$ cat src/design/lcc_pkg.sv
// lcc_pkg: types and constants shared by the load-cell container state classifier
// holds stand state codes, register indexes, item, config and result structs
// no dependencies
package lcc_pkg;

  localparam int unsigned WEIGHT_W   = 24;
  localparam int unsigned DELTA_W    = 23;
  localparam int unsigned TIME_W     = 32;
  localparam int unsigned VAR_W      = 32;
  localparam int unsigned VLIMIT_W   = 29;
  localparam int unsigned CFG_IDX_W  = 4;
  localparam int unsigned CFG_DATA_W = 32;
  localparam int unsigned IN_DATA_W  = 96;
  localparam int unsigned OUT_DATA_W = 32;

  typedef enum logic [3:0] {
    ST_EMPTY    = 4'd0,
    ST_REMOVED  = 4'd1,
    ST_LIFT     = 4'd2,
    ST_UNSTABLE = 4'd3,
    ST_POURING  = 4'd4,
    ST_REFILL   = 4'd5,
    ST_CHANGING = 4'd6,
    ST_PRESENT  = 4'd7,
    ST_FAULT    = 4'd8
  } stand_state_t;

  localparam logic [CFG_IDX_W-1:0] CFG_MOTION_DELTA   = 4'd0;
  localparam logic [CFG_IDX_W-1:0] CFG_SETTLE_TIME    = 4'd1;
  localparam logic [CFG_IDX_W-1:0] CFG_EMPTY_LIMIT    = 4'd2;
  localparam logic [CFG_IDX_W-1:0] CFG_LIFT_WINDOW    = 4'd3;
  localparam logic [CFG_IDX_W-1:0] CFG_VARIANCE_LIMIT = 4'd4;
  localparam logic [CFG_IDX_W-1:0] CFG_PRESENT_LIMIT  = 4'd5;
  localparam logic [CFG_IDX_W-1:0] CFG_POUR_DELTA     = 4'd6;
  localparam logic [CFG_IDX_W-1:0] CFG_REFILL_DELTA   = 4'd7;

  typedef struct packed {
    logic [DELTA_W-1:0]  motion_delta;
    logic [TIME_W-1:0]   settle_time;
    logic [DELTA_W-1:0]  empty_limit;
    logic [TIME_W-1:0]   lift_window;
    logic [VLIMIT_W-1:0] variance_limit;
    logic [DELTA_W-1:0]  present_limit;
    logic [DELTA_W-1:0]  pour_delta;
    logic [DELTA_W-1:0]  refill_delta;
  } lcc_cfg_t;

  typedef struct packed {
    logic [TIME_W-1:0]          time_ms;
    logic [VAR_W-1:0]           variance;
    logic                       sensor_steady;
    logic                       signal_good;
    logic signed [WEIGHT_W-1:0] weight;
  } lcc_item_t;

  typedef struct packed {
    logic signed [WEIGHT_W-1:0] held_stable_weight;
    logic                       settled;
    logic                       state_changed;
    stand_state_t               stand_state;
  } lcc_result_t;

endpackage

$ cat src/design/lcc_cfg_regs.sv
// lcc_cfg_regs: configuration register file of the classifier
// depends on lcc_pkg for register indexes and the config struct
module lcc_cfg_regs import lcc_pkg::*; (
  input  logic                  clk,
  input  logic                  rst,
  input  logic                  cfg_valid,
  output logic                  cfg_ready,
  input  logic [CFG_IDX_W-1:0]  cfg_index,
  input  logic [CFG_DATA_W-1:0] cfg_data,
  output lcc_cfg_t              cfg
);

  assign cfg_ready = 1'b1;

  always_ff @(posedge clk) begin
    if (rst) begin
      cfg.motion_delta   <= 23'd16;
      cfg.settle_time    <= 32'd1000;
      cfg.empty_limit    <= 23'd320;
      cfg.lift_window    <= 32'd5000;
      cfg.variance_limit <= 29'd256;
      cfg.present_limit  <= 23'd1600;
      cfg.pour_delta     <= 23'd80;
      cfg.refill_delta   <= 23'd800;
    end else if (cfg_valid && cfg_ready) begin
      case (cfg_index)
        CFG_MOTION_DELTA:   cfg.motion_delta   <= cfg_data[DELTA_W-1:0];
        CFG_SETTLE_TIME:    cfg.settle_time    <= cfg_data[TIME_W-1:0];
        CFG_EMPTY_LIMIT:    cfg.empty_limit    <= cfg_data[DELTA_W-1:0];
        CFG_LIFT_WINDOW:    cfg.lift_window    <= cfg_data[TIME_W-1:0];
        CFG_VARIANCE_LIMIT: cfg.variance_limit <= cfg_data[VLIMIT_W-1:0];
        CFG_PRESENT_LIMIT:  cfg.present_limit  <= cfg_data[DELTA_W-1:0];
        CFG_POUR_DELTA:     cfg.pour_delta     <= cfg_data[DELTA_W-1:0];
        CFG_REFILL_DELTA:   cfg.refill_delta   <= cfg_data[DELTA_W-1:0];
        default: ;
      endcase
    end
  end

endmodule

$ cat src/design/lcc_class_core.sv
// lcc_class_core: stand tracking state and the single-pass classification logic
// depends on lcc_pkg for the item, config and result structs
module lcc_class_core import lcc_pkg::*; (
  input  logic        clk,
  input  logic        rst,
  input  logic        commit,
  input  lcc_item_t   item,
  input  lcc_cfg_t    cfg,
  output lcc_result_t res
);

  stand_state_t               current_class, current_class_next;
  logic signed [WEIGHT_W-1:0] previous_weight;
  logic signed [WEIGHT_W-1:0] stable_weight, stable_weight_next;
  logic [TIME_W-1:0]          motion_time, motion_time_next;
  logic [TIME_W-1:0]          removal_time, removal_time_next;
  logic                       settled_flag, settled_flag_next;
  logic                       container_seen, container_seen_next;

  logic signed [WEIGHT_W:0]   diff;
  logic [WEIGHT_W:0]          diff_mag;
  logic                       moved;
  logic [TIME_W-1:0]          since_motion, since_removal;
  logic signed [WEIGHT_W+1:0] w_x, sw_x, present_x, empty_x, pour_x, refill_x;
  logic                       ref_ok, pour, refill, is_empty, at_present, var_big, lift;

  always_comb begin
    diff     = {item.weight[WEIGHT_W-1], item.weight}
             - {previous_weight[WEIGHT_W-1], previous_weight};
    diff_mag = diff[WEIGHT_W] ? (WEIGHT_W+1)'(-diff) : diff;
    moved    = (diff_mag > {2'b00, cfg.motion_delta}) || !item.sensor_steady;

    since_motion  = item.time_ms - motion_time;
    since_removal = item.time_ms - removal_time;

    w_x       = {{2{item.weight[WEIGHT_W-1]}}, item.weight};
    sw_x      = {{2{stable_weight[WEIGHT_W-1]}}, stable_weight};
    present_x = {3'b000, cfg.present_limit};
    empty_x   = {3'b000, cfg.empty_limit};
    pour_x    = sw_x - $signed({3'b000, cfg.pour_delta});
    refill_x  = sw_x + $signed({3'b000, cfg.refill_delta});

    ref_ok     = sw_x > present_x;
    pour       = ref_ok && (w_x < pour_x);
    refill     = ref_ok && (w_x > refill_x);
    is_empty   = w_x <= empty_x;
    at_present = w_x >= present_x;
    var_big    = item.variance > {cfg.variance_limit, 3'b000};
    lift       = (removal_time != '0) && (since_removal <= cfg.lift_window);
  end

  always_comb begin
    current_class_next  = current_class;
    stable_weight_next  = stable_weight;
    motion_time_next    = motion_time;
    removal_time_next   = removal_time;
    settled_flag_next   = settled_flag;
    container_seen_next = container_seen;
    if (!item.signal_good) begin
      current_class_next = ST_FAULT;
    end else begin
      if (moved) begin
        motion_time_next  = item.time_ms;
        settled_flag_next = 1'b0;
      end else if (since_motion >= cfg.settle_time) begin
        settled_flag_next = 1'b1;
      end
      if (is_empty) begin
        if (container_seen) begin
          current_class_next  = ST_REMOVED;
          container_seen_next = 1'b0;
          removal_time_next   = item.time_ms;
        end else begin
          current_class_next = ST_EMPTY;
        end
      end else if (!settled_flag_next) begin
        if (lift)         current_class_next = ST_LIFT;
        else if (var_big) current_class_next = ST_UNSTABLE;
        else if (pour)    current_class_next = ST_POURING;
        else if (refill)  current_class_next = ST_REFILL;
        else              current_class_next = ST_CHANGING;
        if (at_present) container_seen_next = 1'b1;
      end else begin
        if (at_present) begin
          container_seen_next = 1'b1;
          current_class_next  = refill ? ST_REFILL : ST_PRESENT;
          removal_time_next   = '0;
        end else begin
          current_class_next = ST_EMPTY;
        end
        stable_weight_next = item.weight;
      end
    end
  end

  always_comb begin
    res.stand_state        = current_class_next;
    res.state_changed      = current_class_next != current_class;
    res.settled            = settled_flag_next;
    res.held_stable_weight = stable_weight_next;
  end

  always_ff @(posedge clk) begin
    if (rst) begin
      current_class   <= ST_EMPTY;
      previous_weight <= '0;
      stable_weight   <= '0;
      motion_time     <= '0;
      removal_time    <= '0;
      settled_flag    <= 1'b0;
      container_seen  <= 1'b0;
    end else if (commit) begin
      current_class  <= current_class_next;
      stable_weight  <= stable_weight_next;
      motion_time    <= motion_time_next;
      removal_time   <= removal_time_next;
      settled_flag   <= settled_flag_next;
      container_seen <= container_seen_next;
      if (item.signal_good) previous_weight <= item.weight;
    end
  end

endmodule

$ cat src/design/load_cell_container_state_classifier.sv
// channel  | dir | handshake                    | payload
// s_axis   | in  | s_axis_tvalid/s_axis_tready  | s_axis_tdata, 96 bits, one reading
// m_axis   | out | m_axis_tvalid/m_axis_tready  | m_axis_tdata, 32 bits, one result
// cfg      | in  | cfg_valid/cfg_ready          | cfg_index 4 bits, cfg_data 32 bits
//
// one item per cycle sustained while m_axis is not stalled; an accepted item passes the
// input register, classification logic and result register, in that order, before its
// result shows on m_axis
// rst is synchronous; it clears the stand state and loads the register defaults
// a stall on m_axis holds the result register and backs up into the input register
// cfg_ready is always high; writes beyond index 7 are dropped
// depends on lcc_pkg, lcc_cfg_regs, lcc_class_core
module load_cell_container_state_classifier import lcc_pkg::*; (
  input  logic                  clk,
  input  logic                  rst,
  input  logic                  s_axis_tvalid,
  output logic                  s_axis_tready,
  // weight[23:0], signal_good[24], sensor_steady[25], variance[57:26],
  // time_ms[89:58], zero pad [95:90]
  input  logic [IN_DATA_W-1:0]  s_axis_tdata,
  output logic                  m_axis_tvalid,
  input  logic                  m_axis_tready,
  // stand_state[3:0], state_changed[4], settled[5], held_stable_weight[29:6],
  // zero pad [31:30]
  output logic [OUT_DATA_W-1:0] m_axis_tdata,
  input  logic                  cfg_valid,
  output logic                  cfg_ready,
  input  logic [CFG_IDX_W-1:0]  cfg_index,
  input  logic [CFG_DATA_W-1:0] cfg_data
);

  lcc_cfg_t    cfg;
  lcc_item_t   in_item;
  logic        in_valid;
  logic        advance;
  lcc_result_t res;
  lcc_result_t out_res;
  logic        out_valid;

  assign advance       = in_valid && (!out_valid || m_axis_tready);
  assign s_axis_tready = !in_valid || advance;

  always_ff @(posedge clk) begin
    if (rst) begin
      in_valid <= 1'b0;
    end else if (s_axis_tready) begin
      in_valid <= s_axis_tvalid;
    end
  end

  always_ff @(posedge clk) begin
    if (s_axis_tvalid && s_axis_tready) begin
      in_item <= s_axis_tdata[$bits(lcc_item_t)-1:0];
    end
  end

  lcc_cfg_regs u_cfg (
    .clk       (clk),
    .rst       (rst),
    .cfg_valid (cfg_valid),
    .cfg_ready (cfg_ready),
    .cfg_index (cfg_index),
    .cfg_data  (cfg_data),
    .cfg       (cfg)
  );

  lcc_class_core u_core (
    .clk    (clk),
    .rst    (rst),
    .commit (advance),
    .item   (in_item),
    .cfg    (cfg),
    .res    (res)
  );

  always_ff @(posedge clk) begin
    if (rst) begin
      out_valid <= 1'b0;
    end else if (advance) begin
      out_valid <= 1'b1;
    end else if (m_axis_tready) begin
      out_valid <= 1'b0;
    end
  end

  always_ff @(posedge clk) begin
    if (advance) begin
      out_res <= res;
    end
  end

  assign m_axis_tvalid = out_valid;
  assign m_axis_tdata  = {(OUT_DATA_W - $bits(lcc_result_t))'(0), out_res};

endmodule

$ cat config.mk
export PLATFORM = sky130hd
export DESIGN_NAME = load_cell_container_state_classifier
export DESIGN_NICKNAME = d
export VERILOG_FILES = /design/src/design/lcc_pkg.sv /design/src/design/lcc_cfg_regs.sv /design/src/design/lcc_class_core.sv /design/src/design/load_cell_container_state_classifier.sv
export SDC_FILE = /design/constraint.sdc
export NUM_CORES = 1
export LEC_CHECK = 0
export ABC_CLOCK_PERIOD_IN_PS = 9200
export BUFFER_PORTS_ARGS = -buffer_cell sky130_fd_sc_hd__buf_2
export CAP_MARGIN = 20
export CELL_PAD_IN_SITES_DETAIL_PLACEMENT = 0
export CELL_PAD_IN_SITES_GLOBAL_PLACEMENT = 1
export CORE_ASPECT_RATIO = 1.2
export CORE_MARGIN = 8
export CORE_UTILIZATION = 39
export CTS_CLUSTER_DIAMETER = 120
export DETAILED_ROUTE_END_ITERATION = 10
export PLACE_DENSITY_LB_ADDON = 0.2
export SYNTH_ARGS = -nofsm -noshare
export SYNTH_HDL_FRONTEND = slang
export SYNTH_HIERARCHICAL = 1
export SYNTH_SLANG_ARGS = --single-unit
$ cat constraint.sdc
create_clock -name clk -period 9.2 [get_ports clk]
set_input_delay 1.38 -clock clk [delete_from_list [all_inputs] [get_ports clk]]
set_output_delay 1.38 -clock clk [all_outputs]
set_load 0.005 [all_outputs]
==> impl_metrics.ini <==
[floorplan]
die_area_um2 = 83500
io_pins = 172
start_util_pct = 39.44
dieHeight_um = 314.9
die_x_um = 265.1
core_region_area_um2 = 73650
fp-row-count = 109

[worst_setup_path]
slowest_delay_ps = 400
path_delay_family = compound AO/OA/AOI/OAI gates
worstPathRequired_ps = 9540
r2r_end = m_axis_tdata[4]
path_max_fanout = 28
r2r_start = in_item[58]
crit_start = in_item[58]
slowest_stage = nor3_1
ff2ff_path_depth = 33
crit_path_start_kind = flop
critical_path_class = reg2reg
crit_buf_inv = 3
critPathArrivalTime_ps = 7710
rrSetupSlack_ps = 1830
cp-end-kind = flop

[sta]
rsz0062_at_grt = no
slew_violations = 0
setup_tns_ps = 0
hold_viol_final = 0
whs_ps = 457.0
setup_violations = 0
fin_crit_sh_pct = 80.08
period_needed_ps = 7368
slew_headroom_pct = 28.91
finalClockSkew_ps = 20.11
worstMarginPinSlew_ps = 1066
fmax_mhz = 135.7

[synth]
synth_most_common_cell = ha_1
ys_top_cells_by_count = 367 x ha_1, 328 x dfxtp_1, 324 x inv_1
ys_seq_area_share_pct = 35.01
synth_mux_area_share_pct = 9.947
netlist_instances = 3111
synth_area_leaders = dfxtp_1 23%, ha_1 16%, edfxtp_1 12%
synth-compound-area-share_pct = 13.07
async_flop_share_pct = 0
synth_edf_count = 120
syn_area_um2 = 29040
yosys_warnings = 6
ys_types = 84
synth-simple-area-share_pct = 15.81
synth_top_family_by_area = adder cells
ys.flop_type = dfxtp_1
synth_top_area_share_pct = 22.61
synth_top_area_cell = dfxtp_1
synth_adder_area_share_pct = 16.15
synth_xor_area_share_pct = 3.950
avgSynthCellArea_um2 = 9.336
ys_ff_latch = 448

[route]
drc = 0
routed_wl_um = 82920
routed_via_density = 5.238
wl_per_cell_um = 19.62
first_iter_violations = 1106
vias = 22137
ant_nets = 0
dr.pass1.iters = 5

[clock_tree]
clk_pin_slew_ps = 60
cts.sinks = 448
htreeDepth = 2
clock-root-buffer = clkbuf_16
clk_latency_ps = 610
cts_tree = yes
cts_hold_buf = 0
cts_setup_buffers = 0
cts_made_buffers = 51
cts_buffer_depth = 3
cts_resized = 0

[grt]
grt_pass1_vias = 22372
grt_overflow_total = 0
grt_pass1_wl_um = 128600
antenna_found_initial = 3
grt_max_degree = 128
grt_use_total_pct = 19.52

[layout]
finalNetCount = 3749
drive_gt1_share_pct = 9.534
stdcell_count = 4226
synthToLayoutAreaGrowth_pct = 11.54
antennaDiodeCount = 0
fill_cells = 7153

[placement]
io_buffers = 162
gp_congestion = 0.8827
hpwlAfterDp_um = 63270
dp_cells = 4130

[job]
drv_cap = 0

[pwr]
total_power_mw = 5.066
peakVddDrop_mv = 0.1270
p_leak_nw = 14.11
p_per_area_nw_per_um2 = 156.4

[outcome]
status = completed

[min_path]
min_to = u_core/previous_weight[10]
hp-start = u_core/previous_weight[10]
holdPathStages = 2
hold_class = reg2reg
per-layer routing:
| layer | wire length (um) | up-vias | GRT usage, % | part of all wire, % |
|---|---|---|---|---|
| met5 | 23 | - | 0 | 0.028 |
| met4 | 2585 | 4 | 5.954 | 3.1 |
| met3 | 2593 | 131 | 2.502 | 3.1 |
| met2 | 42300 | 385 | 36.37 | 51 |
| met1 | 35410 | 10492 | 23.07 | 43 |
| li1 | - | 11125 | - | - |
layout by cell type, fill, tap and decap left out, drive strengths merged, types with 6 or more instances in the layout:
cell type,count
nor2,219
nand3,43
ha,367
o22ai,6
or3,13
o2bb2a,31
buf,184
xor2,41
dfxtp,328
a21oi,173
mux2i,265
o21bai,20
clkbuf,74
nand2b,246
a2111oi,8
o31ai,10
nand3b,9
nand4,49
o21a,44
nor4,18
and2,18
a31oi,13
edfxtp,120
or2,13
nor3,45
nor2b,45
o211ai,13
nand2,118
inv,326
xnor2,90
a21boi,7
clkinv,15
and3,16
a211oi,12
a21o,80
a211o,8
mux2,21
o21ai,101
cell type report:
class | count | area (um2) | share of cell area (%)
sequential | 448 | 10170 | 31.39
clock inverter | 22 | 226.5 | 0.6991
timing repair buffer | 184 | 1006 | 3.105
inverter | 325 | 1220 | 3.766
tap | 943 | 1180 | 3.642
multi-input combinational | 2230 | 17150 | 52.94
clock buffer | 74 | 1443 | 4.453
through the flow:
step                utilization, %  setup slack (ps)  area (um2)
CTS                          43.99              1760       32390
detailed placement           41.72              1818       30730
floorplan                        -              3449       29050
global placement             41.68              1864       30700
global route                 43.99              1216       32390
finish                       43.99              1832       32390
flip-flops by register name, indices dropped and copies added, names as in the netlist:
signal / count
u_core/removal_time: 32
u_core/current_class: 4
u_core/stable_weight: 24
u_core/previous_weight: 24
u_core/motion_time: 32
u_core/container_seen: 1
in_valid: 1
u_core/settled_flag: 1
in_item: 90
m_axis_tdata: 30
m_axis_tvalid: 1
u_cfg/cfg: 208
worst max path at each step:
stage          slack, ps         endpoint  cells after the start
6_report            1830  m_axis_tdata[4]                     33
3_3_place_gp        1860  m_axis_tdata[4]                     30
2_1_floorplan       3450  m_axis_tdata[4]                     32
5_1_grt             1220  m_axis_tdata[4]                     33
4_1_cts             1760  m_axis_tdata[4]                     33
3_5_place_dp        1820  m_axis_tdata[4]                     33
worst reg2reg max path: cells and delay by family (launching register included):
family          cells  cell delay (ps)
xor+xnor            2              240
flops               1              360
fa+ha+maj           3              870
simple gates       10             1940
buf+inv             3              500
compound gates     15             3200
power by group:
part	leakage (nW)	internal, mW	total [mW]	switching (mW)
logic	9.50	0.377	0.888	0.511
registers	3.81	2.08	2.14	0.0520
clock network	0.805	1.18	2.04	0.864
logic make-up (layout without fill, tap and decap cells):
family,after synthesis,count (layout)
compound gates,569,569
xor+xnor,131,131
fa+ha+maj,372,372
buf+inv,434,605
flops,448,448
mux,286,286
other cells,2,3
simple gates,869,869
(Power assumes the default switching activity.)
